**src/best_fit_resource_allocator_top_defines.svh**
```systemverilog
// Assertion macros for the best-fit allocator.
// Each expects clk_i and rst_ni in the scope of the using module.
`ifndef BEST_FIT_RESOURCE_ALLOCATOR_TOP_DEFINES_SVH
`define BEST_FIT_RESOURCE_ALLOCATOR_TOP_DEFINES_SVH

// Same-cycle implication.
`define BFRA_ASSERT_IMPL(lbl, ante, cons) \
  lbl: assert property (@(posedge clk_i) disable iff (!rst_ni) (ante) |-> (cons)) \
    else $error("bfra: same-cycle check failed");

// Next-cycle implication.
`define BFRA_ASSERT_NEXT(lbl, ante, cons) \
  lbl: assert property (@(posedge clk_i) disable iff (!rst_ni) (ante) |=> (cons)) \
    else $error("bfra: next-cycle check failed");

`endif

```
**src/bfra_pkg.sv**
```systemverilog
package bfra_pkg;

  localparam int MaxResources = 10;
  localparam int CapacityBits = 16;
  localparam int SlotW        = 16;
  localparam int SlotsPerWord = 4;
  localparam int MapW         = MaxResources + 1;
  localparam int IdxW         = $clog2(MapW);
  localparam int CapIdxW      = $clog2(MaxResources);
  localparam int CountW       = 4;
  localparam int WeightW      = 16;
  localparam int RelIdxW      = 4;
  localparam int GrantW       = 4;
  localparam int IdW          = 16;
  localparam int StatusW      = 2;
  localparam int CfgIdxW      = 3;
  localparam int CfgDataW     = 64;
  localparam int BackupReset  = 15000;
  localparam int CountReset   = 2;

  typedef enum logic [CfgIdxW-1:0] {
    CFG_COUNT    = 3'd0,
    CFG_CAP_LOW  = 3'd1,
    CFG_CAP_MID  = 3'd2,
    CFG_CAP_HIGH = 3'd3,
    CFG_BACKUP   = 3'd4
  } cfg_idx_e;

  typedef enum logic [StatusW-1:0] {
    STATUS_GRANTED  = 2'd0,
    STATUS_NONE     = 2'd1,
    STATUS_RELEASED = 2'd2
  } status_e;

  typedef enum logic {
    REQ_CLAIM   = 1'b0,
    REQ_RELEASE = 1'b1
  } req_type_e;

  typedef enum logic [1:0] {
    ST_IDLE,
    ST_SCAN,
    ST_HOLD
  } state_e;

  typedef struct packed {
    logic               start;
    logic [WeightW-1:0] weight;
  } scan_cmd_t;

  typedef struct packed {
    logic            found;
    logic [IdxW-1:0] index;
  } scan_res_t;

  typedef struct packed {
    logic      busy;
    logic      done;
    scan_res_t res;
  } scan_stat_t;

endpackage

```
**src/bfra_req_if.sv**
```systemverilog
interface bfra_req_if;
  import bfra_pkg::*;

  logic               valid;
  logic               ready;
  logic               req_type;
  logic [WeightW-1:0] weight;
  logic [RelIdxW-1:0] release_index;
  logic [IdW-1:0]     client_id;

  modport source (output valid, req_type, weight, release_index, client_id, input ready);
  modport sink   (input valid, req_type, weight, release_index, client_id, output ready);
endinterface

```
**src/bfra_rsp_if.sv**
```systemverilog
interface bfra_rsp_if;
  import bfra_pkg::*;

  logic               valid;
  logic               ready;
  logic [StatusW-1:0] status;
  logic [GrantW-1:0]  grant_index;
  logic [IdW-1:0]     echo_id;

  modport source (output valid, status, grant_index, echo_id, input ready);
  modport sink   (input valid, status, grant_index, echo_id, output ready);
endinterface

```
**src/bfra_cfg_if.sv**
```systemverilog
interface bfra_cfg_if;
  import bfra_pkg::*;

  logic                valid;
  logic                ready;
  logic [CfgIdxW-1:0]  index;
  logic [CfgDataW-1:0] data;

  modport source (output valid, index, data, input ready);
  modport sink   (input valid, index, data, output ready);
endinterface

```
**src/bfra_cfg_regs.sv**
```systemverilog
module bfra_cfg_regs (
  input  logic                            clk_i,
  input  logic                            rst_ni,
  bfra_cfg_if.sink                        cfg_i,
  input  logic [bfra_pkg::IdxW-1:0]       entry_idx_i,
  output logic [bfra_pkg::CapacityBits-1:0] entry_cap_o,
  output logic [bfra_pkg::CapacityBits-1:0] threshold_o,
  output logic [bfra_pkg::IdxW-1:0]       count_o
);
  import bfra_pkg::*;

  logic [CountW-1:0]       count_q, count_d;
  logic [CapacityBits-1:0] caps_q [MaxResources];
  logic [CapacityBits-1:0] caps_d [MaxResources];
  logic [CapacityBits-1:0] backup_q, backup_d;
  logic                    wr;

  assign cfg_i.ready = 1'b1;
  assign wr          = cfg_i.valid;

  always_comb begin
    count_d  = count_q;
    backup_d = backup_q;
    caps_d   = caps_q;
    if (wr) begin
      case (cfg_i.index)
        CFG_COUNT:  count_d  = cfg_i.data[CountW-1:0];
        CFG_BACKUP: backup_d = cfg_i.data[CapacityBits-1:0];
        default: ;
      endcase
      // each capacity word holds four 16-bit slots
      for (int k = 0; k < MaxResources; k++) begin
        if (cfg_i.index == CfgIdxW'(CFG_CAP_LOW) + CfgIdxW'(k / SlotsPerWord)) begin
          caps_d[k] = cfg_i.data[(k % SlotsPerWord)*SlotW +: CapacityBits];
        end
      end
    end
  end

  always_ff @(posedge clk_i or negedge rst_ni) begin
    if (!rst_ni) begin
      count_q  <= CountW'(CountReset);
      backup_q <= CapacityBits'(BackupReset);
      for (int k = 0; k < MaxResources; k++) begin
        caps_q[k] <= '0;
      end
    end else begin
      count_q  <= count_d;
      backup_q <= backup_d;
      caps_q   <= caps_d;
    end
  end

  // clamp the count to the number of physical slots
  assign count_o = (count_q > CountW'(MaxResources)) ? IdxW'(MaxResources) : IdxW'(count_q);

  assign threshold_o = backup_q;

  always_comb begin
    if (entry_idx_i == count_o) begin
      entry_cap_o = backup_q;
    end else if (entry_idx_i < IdxW'(MaxResources)) begin
      entry_cap_o = caps_q[entry_idx_i[CapIdxW-1:0]];
    end else begin
      entry_cap_o = '0;
    end
  end

endmodule

```
**src/bfra_scan.sv**
```systemverilog
module bfra_scan (
  input  logic                              clk_i,
  input  logic                              rst_ni,
  input  bfra_pkg::scan_cmd_t               cmd_i,
  input  logic [bfra_pkg::IdxW-1:0]         count_i,
  input  logic [bfra_pkg::MapW-1:0]         busy_map_i,
  input  logic [bfra_pkg::CapacityBits-1:0] entry_cap_i,
  input  logic [bfra_pkg::CapacityBits-1:0] threshold_i,
  output logic [bfra_pkg::IdxW-1:0]         entry_idx_o,
  output bfra_pkg::scan_stat_t              stat_o
);
  import bfra_pkg::*;

  logic                    run_q, run_d;
  logic                    done_q, done_d;
  logic [IdxW-1:0]         idx_q, idx_d;
  logic [WeightW-1:0]      weight_q, weight_d;
  logic                    fit_found_q, fit_found_d;
  logic [IdxW-1:0]         fit_idx_q, fit_idx_d;
  logic [CapacityBits-1:0] fit_cap_q, fit_cap_d;
  logic                    fb_found_q, fb_found_d;
  logic [IdxW-1:0]         fb_idx_q, fb_idx_d;
  scan_res_t               res_q, res_d;

  logic free, fit_hit, fb_hit, last;

  assign free    = !busy_map_i[idx_q];
  assign fit_hit = run_q && free && (WeightW'(entry_cap_i) >= weight_q)
                   && (!fit_found_q || (entry_cap_i < fit_cap_q));
  assign fb_hit  = run_q && free && (entry_cap_i >= threshold_i) && !fb_found_q;
  assign last    = run_q && (idx_q == count_i);

  always_comb begin
    run_d       = run_q;
    idx_d       = idx_q;
    weight_d    = weight_q;
    fit_found_d = fit_found_q | fit_hit;
    fit_idx_d   = fit_hit ? idx_q : fit_idx_q;
    fit_cap_d   = fit_hit ? entry_cap_i : fit_cap_q;
    fb_found_d  = fb_found_q | fb_hit;
    fb_idx_d    = fb_hit ? idx_q : fb_idx_q;
    done_d      = last;
    res_d       = res_q;

    if (last) begin
      run_d       = 1'b0;
      res_d.found = fit_found_d | fb_found_d;
      if (fit_found_d) begin
        res_d.index = fit_idx_d;
      end else if (fb_found_d) begin
        res_d.index = fb_idx_d;
      end else begin
        res_d.index = '0;
      end
    end else if (run_q) begin
      idx_d = idx_q + IdxW'(1);
    end

    // start a fresh pass from entry zero
    if (cmd_i.start) begin
      run_d       = 1'b1;
      idx_d       = '0;
      weight_d    = cmd_i.weight;
      fit_found_d = 1'b0;
      fb_found_d  = 1'b0;
    end
  end

  always_ff @(posedge clk_i or negedge rst_ni) begin
    if (!rst_ni) begin
      run_q       <= 1'b0;
      done_q      <= 1'b0;
      idx_q       <= '0;
      fit_found_q <= 1'b0;
      fb_found_q  <= 1'b0;
    end else begin
      run_q       <= run_d;
      done_q      <= done_d;
      idx_q       <= idx_d;
      fit_found_q <= fit_found_d;
      fb_found_q  <= fb_found_d;
    end
  end

  always_ff @(posedge clk_i) begin
    weight_q  <= weight_d;
    fit_idx_q <= fit_idx_d;
    fit_cap_q <= fit_cap_d;
    fb_idx_q  <= fb_idx_d;
    res_q     <= res_d;
  end

  assign entry_idx_o = idx_q;
  assign stat_o.busy = run_q;
  assign stat_o.done = done_q;
  assign stat_o.res  = res_q;

endmodule

```
**src/best_fit_resource_allocator_top.sv**
```systemverilog
// Best-fit resource allocator. A claim transaction gets the free entry of least capacity
// that still carries its weight (lowest index on ties), else the first free entry whose
// capacity reaches the backup capacity, else status "no free resource" with index 0; the
// granted entry is marked busy. A release transaction frees one entry in the active range
// (count clamped to 10, the backup entry sits at index count). One comparator visits one
// entry per cycle, so a claim occupies the block for one pass over entries 0 to n (n =
// active count, at most 10); the request side is not ready until a result is loaded. The
// result sits in an output register, and a new transaction is taken while it waits.
// Configuration writes are always ready and take effect on the next cycle; write them only
// when idle.
`include "best_fit_resource_allocator_top_defines.svh"

module best_fit_resource_allocator_top (
  input  logic       clk_i,
  input  logic       rst_ni,
  bfra_req_if.sink   req_i,
  bfra_rsp_if.source rsp_o,
  bfra_cfg_if.sink   cfg_i
);
  import bfra_pkg::*;

  state_e                  state_q, state_d;
  logic [MapW-1:0]         busy_map_q, busy_map_d;
  status_e                 pend_status_q, pend_status_d;
  logic [GrantW-1:0]       pend_index_q, pend_index_d;
  logic [IdW-1:0]          pend_id_q, pend_id_d;
  logic                    out_valid_q, out_valid_d;
  status_e                 out_status_q;
  logic [GrantW-1:0]       out_index_q;
  logic [IdW-1:0]          out_id_q;
  logic                    out_load;
  logic                    in_acc;
  logic [IdxW-1:0]         count;
  logic [IdxW-1:0]         entry_idx;
  logic [CapacityBits-1:0] entry_cap;
  logic [CapacityBits-1:0] threshold;
  scan_cmd_t               scan_cmd;
  scan_stat_t              scan_stat;

  bfra_cfg_regs u_cfg (
    .clk_i       (clk_i),
    .rst_ni      (rst_ni),
    .cfg_i       (cfg_i),
    .entry_idx_i (entry_idx),
    .entry_cap_o (entry_cap),
    .threshold_o (threshold),
    .count_o     (count)
  );

  bfra_scan u_scan (
    .clk_i       (clk_i),
    .rst_ni      (rst_ni),
    .cmd_i       (scan_cmd),
    .count_i     (count),
    .busy_map_i  (busy_map_q),
    .entry_cap_i (entry_cap),
    .threshold_i (threshold),
    .entry_idx_o (entry_idx),
    .stat_o      (scan_stat)
  );

  assign req_i.ready = (state_q == ST_IDLE);
  assign in_acc      = req_i.valid && req_i.ready;

  always_comb begin
    state_d         = state_q;
    busy_map_d      = busy_map_q;
    pend_status_d   = pend_status_q;
    pend_index_d    = pend_index_q;
    pend_id_d       = pend_id_q;
    scan_cmd.start  = 1'b0;
    scan_cmd.weight = req_i.weight;
    out_load        = 1'b0;

    case (state_q)
      ST_IDLE: begin
        if (in_acc) begin
          pend_id_d = req_i.client_id;
          if (req_i.req_type == REQ_RELEASE) begin
            pend_status_d = STATUS_RELEASED;
            pend_index_d  = GrantW'(req_i.release_index);
            // out-of-range release leaves the map alone
            if (32'(req_i.release_index) <= 32'(count)) begin
              busy_map_d = busy_map_q & ~(MapW'(1) << req_i.release_index);
            end
            state_d = ST_HOLD;
          end else begin
            scan_cmd.start = 1'b1;
            state_d        = ST_SCAN;
          end
        end
      end
      ST_SCAN: begin
        if (scan_stat.done) begin
          if (scan_stat.res.found) begin
            pend_status_d = STATUS_GRANTED;
            pend_index_d  = GrantW'(scan_stat.res.index);
            busy_map_d    = busy_map_q | (MapW'(1) << scan_stat.res.index);
          end else begin
            pend_status_d = STATUS_NONE;
            pend_index_d  = '0;
          end
          state_d = ST_HOLD;
        end
      end
      ST_HOLD: begin
        // move the result once the output register is free
        if (!out_valid_q || rsp_o.ready) begin
          out_load = 1'b1;
          state_d  = ST_IDLE;
        end
      end
      default: state_d = ST_IDLE;
    endcase
  end

  always_comb begin
    out_valid_d = out_valid_q;
    if (out_load) begin
      out_valid_d = 1'b1;
    end else if (rsp_o.ready) begin
      out_valid_d = 1'b0;
    end
  end

  always_ff @(posedge clk_i or negedge rst_ni) begin
    if (!rst_ni) begin
      state_q     <= ST_IDLE;
      busy_map_q  <= '0;
      out_valid_q <= 1'b0;
    end else begin
      state_q     <= state_d;
      busy_map_q  <= busy_map_d;
      out_valid_q <= out_valid_d;
    end
  end

  always_ff @(posedge clk_i) begin
    pend_status_q <= pend_status_d;
    pend_index_q  <= pend_index_d;
    pend_id_q     <= pend_id_d;
    if (out_load) begin
      out_status_q <= pend_status_q;
      out_index_q  <= pend_index_q;
      out_id_q     <= pend_id_q;
    end
  end

  assign rsp_o.valid       = out_valid_q;
  assign rsp_o.status      = out_status_q;
  assign rsp_o.grant_index = out_index_q;
  assign rsp_o.echo_id     = out_id_q;

  `BFRA_ASSERT_IMPL(a_scan_blocks_req, scan_stat.busy, !req_i.ready)
  `BFRA_ASSERT_NEXT(a_grant_marks_busy, (state_q == ST_SCAN) && scan_stat.done && scan_stat.res.found, busy_map_q[$past(scan_stat.res.index)])
  `BFRA_ASSERT_NEXT(a_release_frees, in_acc && (req_i.req_type == REQ_RELEASE) && (req_i.release_index <= count), !busy_map_q[$past(req_i.release_index)])
  `BFRA_ASSERT_IMPL(a_none_index_zero, rsp_o.valid && (out_status_q == STATUS_NONE), out_index_q == '0)

endmodule
```
**src/flat_wrapper.sv**
```systemverilog
// flat-port wrapper written by rule: the top's interface ports become plain ports
module best_fit_resource_allocator_top_flat import bfra_pkg::*;
  (clk_i, rst_ni, req_i_valid, req_i_req_type, req_i_weight, req_i_release_index, req_i_client_id, req_i_ready, rsp_o_valid, rsp_o_status, rsp_o_grant_index, rsp_o_echo_id, rsp_o_ready, cfg_i_valid, cfg_i_index, cfg_i_data, cfg_i_ready);
  bfra_req_if req_i_i ();
  bfra_rsp_if rsp_o_i ();
  bfra_cfg_if cfg_i_i ();
  input  logic clk_i;
  input  logic rst_ni;
  input wire logic [$bits(req_i_i.valid)-1:0] req_i_valid;
  input wire logic [$bits(req_i_i.req_type)-1:0] req_i_req_type;
  input wire logic [$bits(req_i_i.weight)-1:0] req_i_weight;
  input wire logic [$bits(req_i_i.release_index)-1:0] req_i_release_index;
  input wire logic [$bits(req_i_i.client_id)-1:0] req_i_client_id;
  output wire logic [$bits(req_i_i.ready)-1:0] req_i_ready;
  output wire logic [$bits(rsp_o_i.valid)-1:0] rsp_o_valid;
  output wire logic [$bits(rsp_o_i.status)-1:0] rsp_o_status;
  output wire logic [$bits(rsp_o_i.grant_index)-1:0] rsp_o_grant_index;
  output wire logic [$bits(rsp_o_i.echo_id)-1:0] rsp_o_echo_id;
  input wire logic [$bits(rsp_o_i.ready)-1:0] rsp_o_ready;
  input wire logic [$bits(cfg_i_i.valid)-1:0] cfg_i_valid;
  input wire logic [$bits(cfg_i_i.index)-1:0] cfg_i_index;
  input wire logic [$bits(cfg_i_i.data)-1:0] cfg_i_data;
  output wire logic [$bits(cfg_i_i.ready)-1:0] cfg_i_ready;
  assign req_i_i.valid = req_i_valid;
  assign req_i_i.req_type = req_i_req_type;
  assign req_i_i.weight = req_i_weight;
  assign req_i_i.release_index = req_i_release_index;
  assign req_i_i.client_id = req_i_client_id;
  assign req_i_ready = req_i_i.ready;
  assign rsp_o_valid = rsp_o_i.valid;
  assign rsp_o_status = rsp_o_i.status;
  assign rsp_o_grant_index = rsp_o_i.grant_index;
  assign rsp_o_echo_id = rsp_o_i.echo_id;
  assign rsp_o_i.ready = rsp_o_ready;
  assign cfg_i_i.valid = cfg_i_valid;
  assign cfg_i_i.index = cfg_i_index;
  assign cfg_i_i.data = cfg_i_data;
  assign cfg_i_ready = cfg_i_i.ready;
  best_fit_resource_allocator_top u_core (.clk_i(clk_i), .rst_ni(rst_ni), .req_i(req_i_i), .rsp_o(rsp_o_i), .cfg_i(cfg_i_i));
endmodule
```
**config.mk**
```make
export PLATFORM = sky130hd
export DESIGN_NAME = best_fit_resource_allocator_top_flat
export DESIGN_NICKNAME = d
export VERILOG_FILES = /design/src/bfra_pkg.sv /design/src/bfra_req_if.sv /design/src/bfra_rsp_if.sv /design/src/bfra_cfg_if.sv /design/src/bfra_cfg_regs.sv /design/src/bfra_scan.sv /design/src/best_fit_resource_allocator_top.sv /design/src/flat_wrapper.sv
export VERILOG_INCLUDE_DIRS = /design/src /design/src/src
export SDC_FILE = /design/constraint.sdc
export NUM_CORES = 1
export LEC_CHECK = 0
export BUFFER_PORTS_ARGS = -buffer_cell sky130_fd_sc_hd__buf_2
export CAP_MARGIN = 20
export CORE_UTILIZATION = 35
export CTS_BUF_LIST = sky130_fd_sc_hd__clkbuf_8 sky130_fd_sc_hd__clkbuf_16
export DETAILED_ROUTE_END_ITERATION = 8
export GPL_ROUTABILITY_DRIVEN = 0
export PLACE_DENSITY = 0.63
export SLEW_MARGIN = 30
export SYNTH_ARGS = -nofsm -noshare
export SYNTH_HDL_FRONTEND = slang
export SYNTH_HIERARCHICAL = 1
export SYNTH_SLANG_ARGS = --single-unit
```
**constraint.sdc**
```tcl
create_clock -name clk_i -period 9.9 [get_ports clk_i]
set_input_delay 1.98 -clock clk_i [delete_from_list [all_inputs] [get_ports clk_i]]
set_output_delay 1.98 -clock clk_i [all_outputs]
set_load 0.05 [all_outputs]
```
==> metrics <==
status=finished clean; core area=38650 µm²; cell count after synthesis=1004; RSZ-0062 raised after global routing=false; Clock Tree Buf Depth=3; initial antenna violation count=1; quantity of gates resized following cts=0; Peak VDD IR=0.0001337 V; HPWL after DPL=21490 µm; antenna viol nets, final=0; Worst setup SP type=flip-flop; gr usage total=0.1543; crit end category=flip-flop; Finished Core Util=0.4121; Post-Synthesis Cell Area=13720 µm²; clk_skew=0.01348 ns; Hold Path Depth=0; n_diodes=0; H-Tree Depth=1; Worst Path Buf+Inv=1; DIE HEIGHT=200.0 µm; via density per instance=5.087; power per cell area=301.8 nW/µm²; crit path DAT=5.59 ns; Tcrit/Tclk final=0.5333; hold crit path type=reg2reg; Worst R2R Start=u_core/u_scan/entry_idx_o[0]; Least-Margin Pin Slew=0.9411 ns; vias in the first global route=8555; final WL=30440 µm; setup violators final=0; Worst-Skew Late Latency=0.58 ns; Final nets=1291; Final Slew Violations=0; Worst path slowest cell=dfrtp_4; CTS sink count=291; Final Hold Vio Count=0; largest net degree at the start of global routing=82; starting DRC count in detailed routing=527; DRC Markers=0; reg2reg path depth=14; GRT overflow=0; Crit Path Class=reg2reg; Hold Crit Start=u_core/pend_id_q[1]; CTS tree=yes; Slew HR=0.3726; Crit path depth=14; syn_area_per_cell=13.67 µm²; post-layout minimum cycle time=5.280 ns; Initial Util=0.3551; routed length per instance=18.20 µm; Final Power=4.807 mW; postcts setup bufs=0; first-pass GRT wire length=48310 µm; required time worst endpoint=10.21 ns; Layout Cells excl Fill=1672; share of layout cells above drive strength 1=0.3683; Leakage Power=6.826 nW; Root Buffer=clkbuf_16; CP max FO=40; Setup crit start=u_core/u_scan/entry_idx_o[0]; Synth Warn #=6; dpl cells=1615; P&R area growth vs syn=16.05%; Max Fclk=0.1894 GHz; Mapped Nets=1165; # IOs=134; TritonCTS buffer count=31; Max-Cap Viols=0; crit-path cells=buf_4 > xnor2_1 > nand3_1 > o311ai_2 > and3_1 > mux2_2 > ha_1 > a211oi_1 > nor2_1 > a211o_1 > a311oi_1 > o21ba_2 > nand2b_1 > o221ai_1; Clk pin slew, worst setup/hold paths=0.06 ns; Die Area=40000 µm²; die width=200.0 µm; Rows=72; Fin Setup TNS=0 ns; hold_buf cts=0; PortBufs=132; crit-path leading delay family=compound AO/OA/AOI/OAI gates; first drt pass iteration count=4; number of fillers in the final layout=3589; vias=8506; Critical Path Max Stage Delay=0.71 ns
==> per-layer routing <==
metal	up-vias	share of wire	global-route usage
li1	3948	-	-
met3	41	0.045	0.02571
met4	2	0.016	0.03251
met5	-	0.00033	0
met1	4326	0.49	0.2273
met2	189	0.45	0.2379
==> worst register-to-register path, delay by kind of cell, from the launching register on <==
kind | cells | cell delay (ns)
adders and majority gates | 1 | 0.33
DFF | 1 | 0.71
AOI/OAI and AO/OA | 6 | 1.66
and+or+nand+nor | 4 | 1.00
buffers and inverters | 1 | 0.65
muxes | 1 | 0.46
xor gates and xnor gates | 1 | 0.22
==> final timing paths <==
check                                               endpoint  slack [ns]
worst max-delay path                 u_core/u_scan/stat_o[3]        4.62
worst min-delay path                 u_core/rsp_o.echo_id[1]        0.42
worst max register to register       u_core/u_scan/stat_o[3]        4.62
worst min register to register       u_core/rsp_o.echo_id[1]        0.42
max in group asynchronous       u_core/u_cfg/threshold_o[15]        7.32
min in group asynchronous            u_core/u_cfg/caps_q[97]        1.43
==> power breakdown <==
part / switching [mW] / internal (mW)
Clock: 0.482 / 0.760
Combinational: 1.02 / 0.765
Sequential: 0.194 / 1.59
Total: 1.69 / 3.11
==> stage by stage <==
step	worst slack (ns)	hold slack, ns	instance area [µm²]
after floorplan	6.244	0.4003	13720
after global placement	4.710	0.4011	14780
after detailed placement	4.626	0.4045	14790
after CTS	4.609	0.4195	15920
after global routing	4.336	0.4285	15930
final	4.620	0.4173	15930
==> placed cells by master (no fill, tap or decap), drive strengths merged, types with 3 or more instances in the layout <==
master / count
dfrtp: 194
mux2: 182
buf: 141
edfxtp: 81
inv: 72
mux2i: 57
ha: 52
o21ai: 45
clkbuf: 45
a21oi: 35
nand2: 31
nor2: 28
o22ai: 19
mux4: 16
a22o: 15
nand3: 12
nor2b: 10
a31oi: 10
nand2b: 9
nand4: 9
xnor2: 8
dfstp: 8
dfxtp: 8
nor3: 7
a211oi: 5
nor3b: 5
a41oi: 4
and3: 4
o221ai: 4
o211ai: 3
a21o: 3
==> registers in the layout, indices dropped and copies added, names as in the netlist, 4 cells and up <==
register and flops:
u_core/pend_index_q 4, u_core/u_cfg/threshold_o 16, u_core/rsp_o.echo_id 16, u_core/u_scan/weight_q 16, u_core/u_scan/fit_idx_q 4, u_core/u_scan/fb_idx_q 4, u_core/u_cfg/count_q 4, u_core/u_scan/stat_o 5
u_core/busy_map_q 11, u_core/u_scan/fit_cap_q 16, u_core/pend_id_q 16, u_core/u_cfg/caps_q 160, u_core/rsp_o.grant_index 4, u_core/u_scan/entry_idx_o 4
==> area by class of cell <==
type,count,area (µm²),share of cell area
Multi-Input combinational cell,601,5499,0.3453
Sequential cell,291,7662,0.4811
Tap cell,518,648.1,0.04070
Clock buffer,44,1011,0.06348
Inverter,63,236.5,0.01485
Clock inverter,13,120.1,0.007542
Timing Repair Buffer,142,748.2,0.04698
No activity file was read; power rests on OpenSTA's default activity.
